$ cat config.mk
export PLATFORM = sky130hd
export DESIGN_NAME = dv64_front
export DESIGN_NICKNAME = d
export VERILOG_FILES = /design/src/dv64_pkg.sv /design/src/dv64_front.sv
export SDC_FILE = /design/constraint.sdc
export NUM_CORES = 1
export LEC_CHECK = 0
export ABC_AREA = 1
export BUFFER_PORTS_ARGS = -buffer_cell sky130_fd_sc_hd__buf_2
export CORE_MARGIN = 2
export CORE_UTILIZATION = 51
export DETAILED_ROUTE_END_ITERATION = 16
export GPL_TIMING_DRIVEN = 1
export PLACE_DENSITY = 0.81
export SETUP_SLACK_MARGIN = 0.02
export SYNTH_ARGS = -nofsm -noshare
export SYNTH_HDL_FRONTEND = slang
export SYNTH_SLANG_ARGS = --single-unit
$ cat constraint.sdc
create_clock -name clk -period 5.1 [get_ports clk]
set_input_delay 1.02 -clock clk [delete_from_list [all_inputs] [get_ports clk]]
set_output_delay 1.02 -clock clk [all_outputs]
set_load 0.05 [all_outputs]
$ cat src/dv64_pkg.sv
// ============================================================================
// dv64_pkg
// Shared types and constants for the pipelined 64-bit divider.
// ============================================================================
`default_nettype none

package dv64_pkg;

  // Operand and result width.
  localparam int unsigned DATA_W = 64;

  // One quotient bit is settled per iteration stage.
  localparam int unsigned STEP_COUNT = DATA_W;

  // Sign bit of a two's complement operand.
  localparam logic [DATA_W-1:0] SIGN_BIT = 64'h8000_0000_0000_0000;

  // Operation codes.
  localparam logic OP_UNSIGNED = 1'b0;
  localparam logic OP_SIGNED   = 1'b1;

  // Word carried down the pipeline from one stage to the next.
  typedef struct packed {
    logic              valid;  // stage holds a live word
    logic              op;     // operation code
    logic              neg;    // quotient must be negated at the end
    logic              dz;     // divisor was zero
    logic [DATA_W-1:0] rem;    // partial remainder, below the divisor unless the divisor is zero
    logic [DATA_W-1:0] quo;    // dividend bits still to shift out, quotient bits shifted in
    logic [DATA_W-1:0] dvs;    // divisor magnitude
  } dv_stage_t;

endpackage

`default_nettype wire

$ cat src/dv64_front.sv
// ============================================================================
// dv64_front
// Input stage: takes operand magnitudes, records the quotient sign and flags
// a zero divisor, then registers the word for the iteration stages.
// ============================================================================
`default_nettype none

module dv64_front import dv64_pkg::*; (
  input  wire logic              clk,
  input  wire logic              rst_n,
  input  wire logic              adv,
  input  wire logic              in_valid,
  input  wire logic              in_op,
  input  wire logic [DATA_W-1:0] in_dividend,
  input  wire logic [DATA_W-1:0] in_divisor,
  output dv_stage_t              st_o
);

  dv_stage_t st_r;
  dv_stage_t st_nxt;
  logic      n_neg;
  logic      d_neg;

  // Signed mode works on magnitudes; unsigned mode passes the operands through.
  always_comb begin
    n_neg          = (in_op == OP_SIGNED) && ((in_dividend & SIGN_BIT) != '0);
    d_neg          = (in_op == OP_SIGNED) && ((in_divisor & SIGN_BIT) != '0);
    st_nxt.valid   = in_valid;
    st_nxt.op      = in_op;
    st_nxt.neg     = n_neg ^ d_neg;
    st_nxt.dz      = (in_divisor == '0);
    st_nxt.rem     = '0;
    st_nxt.quo     = n_neg ? ('0 - in_dividend) : in_dividend;
    st_nxt.dvs     = d_neg ? ('0 - in_divisor) : in_divisor;
  end

  // Stage register; only the valid bit is cleared by reset.
  always_ff @(posedge clk) begin
    if (!rst_n) begin
      st_r.valid <= 1'b0;
    end else if (adv) begin
      st_r <= st_nxt;
    end
  end

  assign st_o = st_r;

endmodule

`default_nettype wire

==> impl_metrics.yaml <==
run_status:
  status: "finished, final reports clean"
power_and_ir_drop:
  p_sw_mw: 1.24
  switching_share: 0.348
  worst_ir_drop_vdd_v: 0.000268
  pwr-share-seq: 0.376
  p_leak_nw: 4.97
  clkPwrFrac: 0.364
  combinationalPowerShare: 0.260
  cellPowerDensity_nw_per_um2: 322
  power.internal_mw: 2.32
setup_path:
  critPathKind: "in2reg"
  critPathArrivalTime_ns: 2.65
  endpoint_kind: "flop"
  cp.required_ns: 5.29
  setup.worst_path.start_class: "primary input"
  cp_max_fo: 54
route:
  totalWireLength_mm: 28.5
  vias: 8854
  drtIter0Drc: 918
  wire_per_inst_um: 17.2
  drc_errors: 0
  viasPerCell: 5.34
  drt_pass1_iterations: 6
  ant_nets: 0
timing:
  final_hold_viol_count: 0
  holdWs_ns: 0.539
  finalSetupTns_ns: 0
  clock_skew_ns: 0
  slew_viol_final: 0
  finalCritPeriodShare: 0.483
  tightestPinTransition_ns: 0.689
  relSlewSlack: 0.541
  finalCriticalPeriod_ns: 2.46
  setup-violations-final: 0
  rsz0062_at_grt: "no"
  fmax_mhz: 406
synth:
  ys_warn_count: 0
  ys_seq_area_frac: 0.431
  ys.flop_type: "edfxtp_1"
  netlist_area_um2: 9160
  syn_avg_cell_area_um2: 8.00
  synthCells: 1145
  synth_top_cell_by_area: "edfxtp_1"
  ys_async_sr_fraction: 0
  synth_top_area_frac: 0.429
  synth-edff-count: 131
  synth.distinct_cells: 44
  synth.area.top_cells: "edfxtp_1 (43%), nand2_1 (13%), nor2_1 (7.7%), nand3_1 (5.7%), buf_4 (5.7%)"
  ys_ff_latch: 132
die:
  row_count: 49
  initial_utilization: 0.515
  io_pins: 329
  fp.dieH_um: 138
  dieArea_um2: 19100
  core-area_um2: 17800
  die_w_um: 138
layout:
  nets: 1551
  drive_gt1_frac: 0.262
  multi_input_area_um2: 4480
  regArea_um2: 3950
  syn_to_final_growth_pct: 20.7
  fillCellCount: 1610
  largest_register_ffs: 132
placed_design:
  dp_hpwl_mm: 23.0
  gp_congestion: 1.02
  port-buffer-count: 264
cts:
  h-tree-depth: 4
  clk_latency_ns: 0.42
  cts.repair.resized: 0
  clkTransAtPathRegs_ns: 0.06
  cts_buffers: 17
  cts_tree: "built"
  clock-root-buffer: "clkbuf_16"
  cts.path.max_buffers: 2
  cts_hold_buf: 0
  post-cts-setup-buffer-count: 0
  cts.sinks: 132
global_route:
  grt.total_usage: 0.287
  grt_max_degree: 61
  grt_pass1_vias: 8014
  antenna_found_initial: 2
  grt_overflow: 0
  grt_pass1_wl_mm: 42.5
job:
  cap_violations: 0
hold_path:
  holdCritPathClass: "reg2reg"
==> cell usage after synthesis (all sizes together) (2+ instances only) <==
| master | number |
|---|---|
| nand2 | 338 |
| nor2 | 216 |
| edfxtp | 131 |
| nand3 | 113 |
| inv | 101 |
| buf | 75 |
| o21ai | 40 |
| xor2 | 38 |
| xnor2 | 29 |
| nand4 | 27 |
| a21oi | 11 |
| nand3b | 8 |
| and2 | 3 |
| a31oi | 2 |
| clkbuf | 2 |
| ha | 2 |
| or2 | 2 |
==> cell usage in the layout, fill, tap and decap left out, types with 8 or more instances in the layout <==
cell       instances
a21oi_1            9
buf_2            264
clkbuf_16         17
conb_1            64
edfxtp_1         131
inv_1             92
nand2_1          320
nand2_2           12
nand3_1          105
nand3b_1           8
nand4_1           27
nor2_1           187
nor2_2            15
nor2_4            10
o21ai_0           22
xnor2_1           29
xor2_1            37
==> stage by stage <==
stage | total power [mW] | util | area, um^2 | instances | worst slack (ns)
3_3_place_gp | 2.26 | 0.587 | 10400 | 1626 | 2.28
4_1_cts | 3.56 | 0.622 | 11100 | 1657 | 2.67
6_report | 3.56 | 0.622 | 11100 | 1658 | 2.64
5_1_grt | 3.66 | 0.622 | 11100 | 1658 | 2.55
3_5_place_dp | 2.27 | 0.587 | 10400 | 1626 | 2.24
2_1_floorplan | 2.07 | - | 9400 | 1208 | 1.04
==> layer usage <==
| metal | up-vias | GRT usage | routed length [um] |
|---|---|---|---|
| li1 | 4154 | - | - |
| met1 | 4063 | 0.372 | 11300 |
| met2 | 557 | 0.470 | 13400 |
| met3 | 80 | 0.0561 | 2800 |
| met4 | 0 | 0.126 | 1060 |
| met5 | - | 0 | 0 |
==> power by group through the flow <==
stage | Clock [mW] | Sequential (mW) | Combinational, mW
2_1_floorplan | 0 | 1.66 | 0.408
3_3_place_gp | 0 | 1.36 | 0.904
3_5_place_dp | 0 | 1.36 | 0.913
4_1_cts | 1.30 | 1.34 | 0.916
5_1_grt | 1.34 | 1.34 | 0.973
6_report | 1.29 | 1.34 | 0.925
==> final cells by class <==
type,count,area share
Tap cell,229,0.0259
Timing Repair Buffer,266,0.121
Antenna cell,1,0.000226
Sequential cell,132,0.358
Clock inverter,14,0.0170
Clock buffer,17,0.0385
Multi-Input combinational cell,898,0.405
Inverter,101,0.0350
==> critical path, cell delays in order <==
cell and delay [ns]:
buf_2 0.17, nand2_4 0.15, inv_4 0.48, o21ai_1 0.26, nand3_2 0.25, inv_2 0.10, nand2_1 0.07, nand2_1 0.05
nand2_1 0.05, inv_1 0.04
==> cells by family after synthesis <==
| group | Yosys count | share of synthesized area |
|---|---|---|
| buffers and inverters | 178 | 0.106 |
| AND/OR/NAND/NOR | 708 | 0.351 |
| other | 1 | 0.000409 |
| AO/OA/AOI/OAI | 57 | 0.0436 |
| flip-flops | 132 | 0.431 |
| XOR/XNOR | 67 | 0.0649 |
| adder cells (fa/ha/maj) | 2 | 0.00273 |
==> worst paths after layout <==
check | start | end | slack, ns | cells after the start
worst min register to register | st_o[195] | st_o[195] | 0.54 | 2
worst min-delay path | st_o[195] | st_o[195] | 0.54 | 2
worst max-delay path | in_op | st_o[98] | 2.64 | 10
worst max register to register | st_o[195] | st_o[195] | 4.48 | 2
Note: power is estimated with default switching activity, not from simulation.
