$ cat config.mk
export PLATFORM = sky130hd
export DESIGN_NAME = dv64_back
export DESIGN_NICKNAME = d
export VERILOG_FILES = /design/src/dv64_pkg.sv /design/src/dv64_back.sv
export SDC_FILE = /design/constraint.sdc
export NUM_CORES = 1
export LEC_CHECK = 0
export BUFFER_PORTS_ARGS = -buffer_cell sky130_fd_sc_hd__buf_2
export CORE_MARGIN = 5
export CORE_UTILIZATION = 25
export CTS_BUF_LIST = sky130_fd_sc_hd__clkbuf_8
export DETAILED_ROUTE_END_ITERATION = 10
export SYNTH_ARGS = -nofsm -noshare
export SYNTH_HDL_FRONTEND = slang
export SYNTH_SLANG_ARGS = --single-unit
$ cat constraint.sdc
create_clock -name clk -period 10.6 [get_ports clk]
set_clock_uncertainty 0.2 [all_clocks]
set_input_delay 2.12 -clock clk [delete_from_list [all_inputs] [get_ports clk]]
set_output_delay 2.12 -clock clk [all_outputs]
set_load 0.01 [all_outputs]
$ cat src/dv64_pkg.sv
// ============================================================================
// dv64_pkg
// Shared types and constants for the pipelined 64-bit divider.
// ============================================================================
`default_nettype none

package dv64_pkg;

  // Operand and result width.
  localparam int unsigned DATA_W = 64;

  // One quotient bit is settled per iteration stage.
  localparam int unsigned STEP_COUNT = DATA_W;

  // Sign bit of a two's complement operand.
  localparam logic [DATA_W-1:0] SIGN_BIT = 64'h8000_0000_0000_0000;

  // Operation codes.
  localparam logic OP_UNSIGNED = 1'b0;
  localparam logic OP_SIGNED   = 1'b1;

  // Word carried down the pipeline from one stage to the next.
  typedef struct packed {
    logic              valid;  // stage holds a live word
    logic              op;     // operation code
    logic              neg;    // quotient must be negated at the end
    logic              dz;     // divisor was zero
    logic [DATA_W-1:0] rem;    // partial remainder, below the divisor unless the divisor is zero
    logic [DATA_W-1:0] quo;    // dividend bits still to shift out, quotient bits shifted in
    logic [DATA_W-1:0] dvs;    // divisor magnitude
  } dv_stage_t;

endpackage

`default_nettype wire

$ cat src/dv64_back.sv
// ============================================================================
// dv64_back
// Output stage: applies the quotient sign, forces the zero-divisor and
// signed-mode results, and holds the result word until it is taken.
// ============================================================================
`default_nettype none

module dv64_back import dv64_pkg::*; (
  input  wire logic               clk,
  input  wire logic               rst_n,
  input  wire dv_stage_t          st_i,
  output logic                    adv,
  output logic                    out_valid,
  input  wire logic               out_stall,
  output logic [DATA_W-1:0]       out_quotient,
  output logic [DATA_W-1:0]       out_remainder,
  output logic                    out_divide_by_zero
);

  logic              out_valid_r;
  logic [DATA_W-1:0] quotient_r;
  logic [DATA_W-1:0] remainder_r;
  logic              dz_r;
  logic [DATA_W-1:0] quotient_nxt;
  logic [DATA_W-1:0] remainder_nxt;

  // The whole pipeline moves unless a finished word waits on a stalled output.
  assign adv = !(out_valid_r && out_stall);

  // Final result selection.
  always_comb begin
    if (st_i.dz) begin
      quotient_nxt  = '0;
      remainder_nxt = '0;
    end else if (st_i.op == OP_SIGNED) begin
      quotient_nxt  = st_i.neg ? ('0 - st_i.quo) : st_i.quo;
      remainder_nxt = '0;
    end else begin
      quotient_nxt  = st_i.quo;
      remainder_nxt = st_i.rem;
    end
  end

  // Output valid flag.
  always_ff @(posedge clk) begin
    if (!rst_n) begin
      out_valid_r <= 1'b0;
    end else if (adv) begin
      out_valid_r <= st_i.valid;
    end
  end

  // Output payload registers.
  always_ff @(posedge clk) begin
    if (adv) begin
      quotient_r  <= quotient_nxt;
      remainder_r <= remainder_nxt;
      dz_r        <= st_i.dz;
    end
  end

  assign out_valid          = out_valid_r;
  assign out_quotient       = quotient_r;
  assign out_remainder      = remainder_r;
  assign out_divide_by_zero = dz_r;

  // An unsigned remainder must end below the divisor.
  a_rem_below_divisor: assert property (@(posedge clk) disable iff (!rst_n)
    (adv && st_i.valid && !st_i.dz && (st_i.op == OP_UNSIGNED))
      |=> (out_remainder < $past(st_i.dvs)))
    else $error("remainder not below divisor");

  // A zero divisor gives zero results and raises the flag.
  a_zero_divisor: assert property (@(posedge clk) disable iff (!rst_n)
    (adv && st_i.valid && st_i.dz)
      |=> (out_divide_by_zero && (out_quotient == '0) && (out_remainder == '0)))
    else $error("zero divisor result not cleared");

  // Signed mode reports no remainder.
  a_signed_no_rem: assert property (@(posedge clk) disable iff (!rst_n)
    (adv && st_i.valid && (st_i.op == OP_SIGNED)) |=> (out_remainder == '0))
    else $error("signed mode remainder not zero");

  // Reset empties the output register.
  a_reset_empty: assert property (@(posedge clk) !rst_n |=> !out_valid)
    else $error("output valid after reset");

endmodule

`default_nettype wire

==> results.toml <==
[status]
status = "finished, final reports clean"

[setup_path]
critPathKind = "in2reg"
critPathBufInv = 2
crit_cells = 8
reg2regPathDepth = 2
critical_path.slowest_cell = "nor4_1"
critPathCapture = "out_quotient[36]"
cp_cell_sequence = "buf_2, inv_1, ha_1, nor3b_2, nand4_1, nor4_1, a21oi_1, mux2_2"
critPathLaunch = "st_i[64]"
timing.rr.start = "out_valid"
crit_required_ns = 10.60
cp-start-kind = "primary input"
crit_path_end_kind = "flop"
cp_slowest_stage_delay_ns = 1.18
cp_top_family = "simple AND/OR/NAND/NOR gates"
arrival_ns = 5.22
reg2reg_to = "out_quotient[14]"
reg2reg_slack_ns = 8.58
crit_fanout = 12

[drt]
wirelength_um = 21280
drt_iter0_drc = 352
ant_nets = 0
drc = 0
vias = 5370
wl_per_cell_um = 18.16
vias_per_cell = 4.582
first_pass_iters = 4

[clock_network]
cts_buffer_depth = 2
htreeDepth = 4
cts_setup_buffers = 0
cts-root-buf = "clkbuf_8"
clk_pin_slew_ns = 0.09
cts_tree = "done"
cts_num_sinks = 130
cts-resized-gates = 0
cts_hold_buf = 0
numCtsBuffers = 17
clkLatencyLatePin_ns = 0.43

[logic_synthesis]
syn_inst = 561
synth-edff-count = 129
avgSynthCellArea_um2 = 11.70
synth-warning-count = 0
syn_nets = 761
synth.distinct_cells = 43
syn_area_um2 = 6564
synth_async_sr_flop_share_pct = 0
synth_ff_type = "edfxtp_1"
postSynthRegisterBits = 130
seq_area_frac_synth_pct = 59.32

[timing]
rsz0062_at_grt = "false"
fmax_mhz = 191.7
slew_headroom_pct = 21.44
slew_viol_final = 0
hold_viol = 0
period_needed_ns = 5.218
finalCritPeriodShare_pct = 49.22
fin_setup_tns_ns = 0
tightestPinTransition_ns = 1.168
setup_viol = 0

[global_route]
grt_overflow = 0
grt_max_degree = 82
grt_usage_pct = 13.57
grt_antenna_before_repair = 0
grt_pass1_vias = 5244
grt_pass1_wl_um = 30480

[finish]
multi_input_area_um2 = 2560
final-seq-area_um2 = 3894
area_delta_synth_final_pct = 31.87
fin_area_um2 = 8656
mostFrequentLayoutCell = "buf_2"
nNetsFinal = 1024
mostFrequentLayoutCells = "264 x buf_2, 129 x edfxtp_1, 67 x nor2_1"
fill_cells = 2656
layout-drive-gt1-share_pct = 40.62
antenna_cells = 0

[floorplan]
core_area_um2 = 25980
dieArea_um2 = 29600
die_w_um = 172.0
row_count = 59
io_pins = 330
die_height_um = 172.0
start_util_pct = 25.26

[hold_path]
hp-class = "reg2reg"

[power_and_ir_drop]
power_density_nw_per_um2 = 143.1
vdd_drop_max_uv = 74.22
power_leakage_nw = 3.672

[placed_design]
place.gp.congestion = 0.7583
hpwl_um = 15610
portBuffers = 265
dpl_cell_area_um2 = 8277

[job]
cap_violations = 0
-- layout make-up --
cell class              instances  area share [%]
clock buffers                  17           2.703
clock inverters                15           1.677
inverters                       4          0.1735
multi-input cells             398           29.58
flip-flops and latches        130           44.98
well taps                     335           4.842
repair buffers                273           16.05
-- synthesized netlist by cell type (all sizes together) (15+ instances only) --
master | count | share of area, %
o21ai | 19 | 1.4
and2 | 66 | 6.3
a21oi | 17 | 1.3
nor3 | 24 | 2.0
mux2 | 20 | 3.4
nand2 | 19 | 1.1
edfxtp | 129 | 59
nor4 | 18 | 2.7
o31ai | 15 | 1.7
nor2b | 26 | 2.5
nor2 | 68 | 3.9
clkbuf | 28 | 1.6
xor2 | 28 | 3.7
-- registers in the layout, summed over array words and instances (netlist names) --
name and flops:
out_divide_by_zero 1, out_quotient 64, out_remainder 64, out_valid 1
-- worst min path at each step --
| stage | to | cells past startpoint | start |
|---|---|---|---|
| 2_1_floorplan | out_valid | 2 | out_valid |
| 3_3_place_gp | out_valid | 2 | out_valid |
| 3_5_place_dp | out_valid | 2 | out_valid |
| 4_1_cts | out_valid | 2 | out_valid |
| 5_1_grt | out_valid | 2 | out_valid |
| 6_report | out_valid | 2 | out_valid |
-- worst reg2reg max path, stage by stage, from the launching register on --
cell and delay, ns:
dfxtp_1 0.35, nand2_4 0.36, buf_4 0.72
-- stage by stage --
step	total power, mW	hold slack (ns)	utilization [%]	setup WS [ns]	cells
2_1_floorplan	0.7244	0.3638	-	3.378	561
3_3_place_gp	0.8217	0.3654	31.85	4.980	1140
3_5_place_dp	0.8227	0.3732	31.85	4.947	1140
4_1_cts	1.261	0.3839	33.31	5.443	1172
5_1_grt	1.300	0.4341	33.31	5.289	1172
6_report	1.239	0.3792	33.31	5.382	1172
-- power by group --
part           leakage (nW)  internal [mW]  total (mW)  switching (mW)
Combinational          2.03         0.0756       0.184           0.108
Clock                 0.180          0.191       0.431           0.240
Sequential             1.46          0.613       0.624          0.0113
Total                  3.67          0.879        1.24           0.359
-- routing by layer --
layer,vias up,GRT usage [%],share of wire [%]
li1,2619,-,-
met1,2513,17.23,42
met2,224,22.48,46
met3,14,4.458,10
met4,0,3.315,1.1
met5,-,0,0
-- cells by family (layout without fill, tap and decap cells) --
logic type / count (synthesis) / after routing / synth area share, %
buffers and inverters: 33 / 309 / 1.906
AOI/OAI and AO/OA: 76 / 76 / 7.396
and+or+nand+nor: 271 / 271 / 23.75
muxes: 20 / 20 / 3.431
DFF: 130 / 130 / 59.32
xor gates and xnor gates: 30 / 30 / 4.003
adders and majority gates: 1 / 1 / 0.1906
(Power assumes the default switching activity.)
