==> src/dv64_pkg.sv <==
// ============================================================================
// dv64_pkg
// Shared types and constants for the pipelined 64-bit divider.
// ============================================================================
`default_nettype none

package dv64_pkg;

  // Operand and result width.
  localparam int unsigned DATA_W = 64;

  // One quotient bit is settled per iteration stage.
  localparam int unsigned STEP_COUNT = DATA_W;

  // Sign bit of a two's complement operand.
  localparam logic [DATA_W-1:0] SIGN_BIT = 64'h8000_0000_0000_0000;

  // Operation codes.
  localparam logic OP_UNSIGNED = 1'b0;
  localparam logic OP_SIGNED   = 1'b1;

  // Word carried down the pipeline from one stage to the next.
  typedef struct packed {
    logic              valid;  // stage holds a live word
    logic              op;     // operation code
    logic              neg;    // quotient must be negated at the end
    logic              dz;     // divisor was zero
    logic [DATA_W-1:0] rem;    // partial remainder, below the divisor unless the divisor is zero
    logic [DATA_W-1:0] quo;    // dividend bits still to shift out, quotient bits shifted in
    logic [DATA_W-1:0] dvs;    // divisor magnitude
  } dv_stage_t;

endpackage

`default_nettype wire

==> src/dv64_step.sv <==
// ============================================================================
// dv64_step
// One restoring division iteration: shifts the next dividend bit into the
// partial remainder, trial-subtracts the divisor and settles one quotient bit.
// ============================================================================
`default_nettype none

module dv64_step import dv64_pkg::*; (
  input  wire logic      clk,
  input  wire logic      rst_n,
  input  wire logic      adv,
  input  wire dv_stage_t st_i,
  output dv_stage_t      st_o
);

  dv_stage_t         st_r;
  dv_stage_t         st_nxt;
  logic [DATA_W:0]   part;
  logic [DATA_W+1:0] diff;
  logic              borrow;

  // Trial subtraction; the remainder is restored when it borrows.
  always_comb begin
    part   = {st_i.rem, st_i.quo[DATA_W-1]};
    diff   = {1'b0, part} - {2'b00, st_i.dvs};
    borrow = diff[DATA_W+1];
    st_nxt = st_i;
    st_nxt.rem = borrow ? part[DATA_W-1:0] : diff[DATA_W-1:0];
    st_nxt.quo = {st_i.quo[DATA_W-2:0], ~borrow};
  end

  // Stage register; only the valid bit is cleared by reset.
  always_ff @(posedge clk) begin
    if (!rst_n) begin
      st_r.valid <= 1'b0;
    end else if (adv) begin
      st_r <= st_nxt;
    end
  end

  assign st_o = st_r;

endmodule

`default_nettype wire

==> config.mk <==
export PLATFORM = sky130hd
export DESIGN_NAME = dv64_step
export DESIGN_NICKNAME = d
export VERILOG_FILES = /design/src/dv64_pkg.sv /design/src/dv64_step.sv
export SDC_FILE = /design/constraint.sdc
export NUM_CORES = 1
export LEC_CHECK = 0
export ABC_CLOCK_PERIOD_IN_PS = 9000
export BUFFER_PORTS_ARGS = -buffer_cell sky130_fd_sc_hd__buf_2
export CORE_AREA = 2 2 156 158
export DETAILED_ROUTE_END_ITERATION = 10
export DIE_AREA = 0 0 158 160
export GPL_TIMING_DRIVEN = 1
export PLACE_DENSITY = 0.73
export SKIP_LAST_GASP = 1
export SYNTH_ARGS = -nofsm -noshare
export SYNTH_HDL_FRONTEND = slang
export SYNTH_SLANG_ARGS = --single-unit
==> constraint.sdc <==
create_clock -name clk -period 9 [get_ports clk]
set_clock_uncertainty 0.1 [all_clocks]
set_input_delay 1.8 -clock clk [delete_from_list [all_inputs] [get_ports clk]]
set_output_delay 1.8 -clock clk [all_outputs]
set_load 0.05 [all_outputs]
==> results.md, run 1 <==
* Vias at 8663
* CP required at slightly above 9000 ps
* Worst-path clk slew at roughly 90 ps
* CP delay by family, top: compound AO/OA/AOI/OAI gates
* Initial drt markers at approximately 700
* Dpl hpwl at between 20000 and 25000 µm
* Initial antenna violation count at 2
* Register Area at 5880 µm²
* Overall power at 2.67 mW
* Yosys warns at 0
* Buf/Inv on CP at 4
* Status: complete, no violations
* Crit path max-delay cell type: buf_4
* Async SR Flop Fraction at 0%
* Cell Count, Final, Fillers Out at between 1500 and 2000
* Setup Crit Path Kind: input pin to flop
* Total Routed Length at roughly 30000 µm
* Post-synth EDFFs at 195
* I/O pin cnt at 395
* Max VDD drop at 0.105 mV
* Max reg flops at 196
* # Max-Cap Violations at 0
* Final nets at 1585
* Cts hold-fix bufs at 0
* Core Area at around 24000 µm²
* Starting Density at about 44%
* CTS HTree Levels at 4
* CTS Sinks at a little under 200
* CP Launch Type: input pin
* Drt first pass iters at 8
* Min Clock Period, post-route at 5810 ps
* Most used cell, CP: buf_4
* Number of global-route vias before repair at 8391
* Final period utilization at between 60% and 70%
* CTS tree: yes
* Chip width at between 150 and 200 µm
* Final hold viol count at 0
* Least-Margin Pin Slew at a little over 900 ps
* Sequential cell area fraction in the yosys report at between 50% and 60%
* TNS Setup at 0 ps
* Area grow syn2layout at 28.0%
* Clock Tree Buf Depth at 2
* Final setup vio count at 0
* Post-Syn Area at 10400 µm²
* GRT Overall Usage at 22.4%
* RePlAce Congestion at 0.913
* Residual DRC at 0
* Max Slew Vio Count at 0
* Vias per Instance at 5.22
* HP Class: flop to flop
* Crit path capture type: flop
* Worst-path cell chain: buf_2 > inv_1 > ha_1 > o211ai_1 > a21o_1 > a21oi_1 > a221o_1 > a31oi_1 > o31ai_2 > a211oi_2 > o31ai_4 > buf_4 > buf_4 > mux2_1
* Clock Latency Late Sink at 440 ps
* Placed Instances at 1626
* Share of layout cells above drive strength 1 at 33.7%
* Post-DP Area at approximately 13000 µm²
* Die height at 160 µm
* Largest stage delay, worst path at 570 ps
* Min Hold Slack at 438 ps
* Fmax at between 150 and 200 MHz
* Syn Area/Cell at 11.3 µm²
* Final worst slack at 3190 ps
* I/O Buffers at 394
* Cts bufs inserted at 17
* Cell area after layout at roughly 13000 µm²
* Power per cell area at 199 nW/µm²
* Synth Instances at between 900 and 1000
* Static leakage at about 6 nW
* Fillers at roughly 2100
* Util after Layout at 56.1%
* First-pass GRT wire length at 43700 µm
* Die Area at 25300 µm²
* CP arrival at 5890 ps
* Synthesized Nets at ~1200
* Global route overflow at 0
* #FFs+latches synth at 196
* Dpl ws at 2750 ps
* Root Driver: clkbuf_16
* Multi-input logic area at 4140 µm²
* Row count at 57
* Routed len/inst at 17.7 µm
* Final ANT Viol Nets at 0
* Max_slew headroom at roughly 39%
* CP Max Fanout at 64
* Most used DFF post-synth: edfxtp_1
* Post-CTS Resized at 0
* Synth cell types at 65
* Largest net degree at the start of global routing at 71
* RSZ-0062 raised after global routing: false
* # Post-CTS Setup Buffers at 0
==> cell usage after synthesis, drive strengths merged (4+ instances only) <==
library cell / instances / share of area [%]
edfxtp: 195 / 56
a21oi: 132 / 6.5
nor2: 91 / 3.3
inv: 86 / 3.1
nand2: 67 / 2.4
ha: 64 / 7.7
xnor2: 36 / 3.0
o21ai: 31 / 1.5
a21o: 23 / 1.7
xor2: 21 / 1.8
buf: 15 / 0.77
o21bai: 14 / 1.0
nand3: 13 / 0.62
nand4: 12 / 0.72
mux2: 11 / 1.2
a211oi: 8 / 0.62
a31oi: 8 / 0.62
clkbuf: 8 / 0.29
o21a: 8 / 0.65
nor2b: 6 / 0.36
a41o: 5 / 0.48
nor3: 5 / 0.24
o211ai: 5 / 0.41
and2: 4 / 0.24
and3: 4 / 0.24
nand2b: 4 / 0.24
o221ai: 4 / 0.34
or3: 4 / 0.24
==> logic make-up (layout without fill, tap and decap cells) <==
kind of cell	count (synthesis)	after routing	share of synthesized area (%)
AO/OA/AOI/OAI	266	266	16.3
XOR/XNOR	57	57	4.78
adder cells (fa/ha/maj)	65	65	7.86
buffers and inverters	109	516	4.14
flip-flops	196	196	56.2
multiplexers	12	12	1.28
other	0	1	0
AND/OR/NAND/NOR	222	222	9.43
==> final timing paths <==
check	startpoint	endpoint	slack, ps	depth (start not counted)
max	st_i[4]	st_o[144]	3190	14
min reg2reg	st_o[195]	st_o[195]	440	2
min	st_o[195]	st_o[195]	440	2
max reg2reg	st_o[195]	st_o[195]	8300	2
==> cell type report <==
cell class                      count  area share, %
Clock inverter                     15           1.44
Sequential cell                   196           44.0
Antenna cell                        1         0.0187
Tap cell                          324           3.03
Timing Repair Buffer              398           15.0
Multi-Input combinational cell    622           31.0
Clock buffer                       17           3.18
Inverter                           86           2.42
==> per-layer routing <==
metal	wire length, µm	up-vias	GRT usage [%]
met5	13	-	0
met4	779	2	7.86
met3	2420	47	5.78
met2	14600	363	38.9
met1	11500	4053	26.7
li1	-	4198	-
==> power breakdown <==
| part | internal (mW) | switching [mW] |
|---|---|---|
| Sequential | 1.10 | 0.0158 |
| Clock | 0.383 | 0.407 |
| Combinational | 0.224 | 0.537 |
| Total | 1.70 | 0.960 |
==> worst reg2reg max path: stages, from the launching register on <==
cell and delay [ps]:
dfxtp_1 320, mux2i_1 130, nor2b_1 60
==> placed cells by master (no fill, tap or decap), drive strengths merged, types with 11 or more instances in the layout <==
master	Yosys	layout
buf	15	398
edfxtp	195	195
a21oi	132	132
inv	86	94
nor2	91	91
nand2	67	67
ha	64	64
xnor2	36	36
o21ai	31	31
a21o	23	23
xor2	21	21
clkbuf	8	17
o21bai	14	14
nand3	13	13
nand4	12	12
mux2	11	11
(Power assumes the default switching activity.)
==> run 2, diff against run 1 <==
Settings changed: ABC_CLOCK_PERIOD_IN_PS 9000 to 5600.
Clock period 9 ns to 5.6 ns, I/O delays scaled along.
==> run 2 against run 1 <==
  * Combinational power up 60%
  * Register-to-register slack worse by 3400 ps
  * Critical endpoint is now st_o[184]
  * Die area unchanged
  * Clock power up 61%
  * Setup slack worse by 2300 ps
  * Critical path depth up 1
  * Hold slack worse by 3.0 ps
  * Count of clock-buffer cells in the layout unchanged
  * Utilization up 0.19 points
  * Global-route usage up 0.22 points
  * Wire length up 1.5%
  * First-iteration DRC count down 30%
==> results.md, run 2 (synthesis results as in run 1) <==
* Final nets at 1586
* Final hold viol count at 0
* Status: complete, no violations
* Cell area after layout at about 13000 µm²
* CP required at 5670 ps
* First-pass GRT wire length at 44000 µm
* Global route overflow at 0
* CP Launch Type: input pin
* Min Clock Period, post-route at 4710 ps
* Worst-path clk slew at 90 ps
* Worst-path cell chain: buf_2 > inv_1 > ha_1 > inv_1 > fa_1 > a21o_1 > a31oi_1 > o22ai_1 > o2111ai_1 > a211oi_1 > nor3_1 > nor2_1 > a41o_1 > or4_1 > a41o_1
* Final worst slack at around 890 ps
* Placed Instances at 1627
* Vias per Instance at 5.19
* Total Routed Length at between 20000 and 30000 µm
* Root Driver: clkbuf_16
* Cell Count, Final, Fillers Out at 1663
* I/O Buffers at 394
* Commonest non-fill, non-tap cell in the layout: buf_2
* Setup Crit Path Kind: input pin to flop
* Core Area at 23800 µm²
* RePlAce Congestion at approximately 0.89
* Starting Density at 43.9%
* GRT Overall Usage at 22.6%
* Die height at 160 µm
* CTS Sinks at 196
* Share of layout cells above drive strength 1 at 33.7%
* Max Slew Vio Count at 0
* Largest stage delay, worst path at approximately 430 ps
* CP Max Fanout at 3
* Cts hold-fix bufs at 0
* Register Area at ~5900 µm²
* Max_slew headroom at 55.2%
* Cts bufs inserted at 17
* # Max-Cap Violations at 0
* Crit path capture type: flop
* HP Class: flop to flop
* # Post-CTS Setup Buffers at 0
* Chip width at 158 µm
* Initial drt markers at between 500 and 600
* Max VDD drop at between 0.2 and 0.3 mV
* Final period utilization at 84.1%
* Overall power at between 4 and 5 mW
* Buf/Inv on CP at 3
* Vias at 8623
* Initial antenna violation count at 5
* Largest net degree at the start of global routing at 117
* Max reg flops at just under 200
* Multi-input logic area at 4140 µm²
* Least-Margin Pin Slew at 671 ps
* Static leakage at approximately 5.9 nW
* Clock Tree Buf Depth at 2
* Number of global-route vias before repair at between 8000 and 9000
* Post-CTS Resized at 0
* Drt first pass iters at 5
* Power per cell area at approximately 320 nW/µm²
* Min Hold Slack at around 440 ps
* CTS tree: yes
* Residual DRC at 0
* Routed len/inst at 17.9 µm
* Row count at 57
* Post-DP Area at 12800 µm²
* RSZ-0062 raised after global routing: false
* CP delay by family, top: compound AO/OA/AOI/OAI gates
* Clock Latency Late Sink at ~440 ps
* I/O pin cnt at 395
* Crit Reg-Reg Startpoint: st_o[195]
* Fmax at roughly 210 MHz
* Dpl ws at 536 ps
* Final setup vio count at 0
* Area grow syn2layout at 28.4%
* CTS HTree Levels at 4
* HP Start: st_o[195]
* Fillers at roughly 2200
* Die Area at 25300 µm²
* Dpl hpwl at 23400 µm
* Highest-count cells in the layout ignoring fill and taps: buf_2 (394), edfxtp_1 (195), a21oi_1 (130)
* CP arrival at around 4800 ps
* Final ANT Viol Nets at 0
* TNS Setup at 0 ps
* Util after Layout at between 50 and 60%
* Crit path max-delay cell type: fa_1
* Worst Setup SP: st_i[127]
[run 2: changes by cell type in the layout (fill, tap and decap cells not counted), sizes merged]
cell,before,now
diode,1,4
clkinv,7,8
inv,94,93
buf,398,399
[run 2: path summary, 6_finish.rpt]
path	endpoint	slack (ps)	cells after the start
max reg2reg	st_o[195]	4900	2
max	st_o[184]	890	15
min	st_o[195]	440	2
min reg2reg	st_o[195]	440	2
[run 2: layout make-up]
| class | count | share of cell area [%] |
|---|---|---|
| sequential | 196 | 43.8 |
| antenna | 4 | 0.0746 |
| inverter | 86 | 2.41 |
| multi-input combinational | 622 | 30.9 |
| clock buffer | 17 | 3.17 |
| timing repair buffer | 399 | 15.2 |
| tap | 324 | 3.02 |
| clock inverter | 15 | 1.47 |
[run 2: power breakdown]
| part | switching, mW | internal (mW) | total (mW) |
|---|---|---|---|
| Combinational | 0.860 | 0.363 | 1.22 |
| Clock | 0.658 | 0.617 | 1.27 |
| Sequential | 0.0290 | 1.76 | 1.79 |
| Total | 1.55 | 2.74 | 4.29 |
[run 2: metal layers]
metal / up-vias / global-route usage (%) / share of wire, %
li1: 4189 / - / -
met1: 4079 / 25.8 / 39
met2: 310 / 40.6 / 51
met3: 41 / 6.68 / 8.1
met4: 4 / 6.55 / 2.3
met5: - / 0 / 0.071
[run 2: worst register-to-register path, stage by stage, from the launching register on]
cell     delay (ps)
dfxtp_1         320
mux2i_1         120
nor2b_1          60
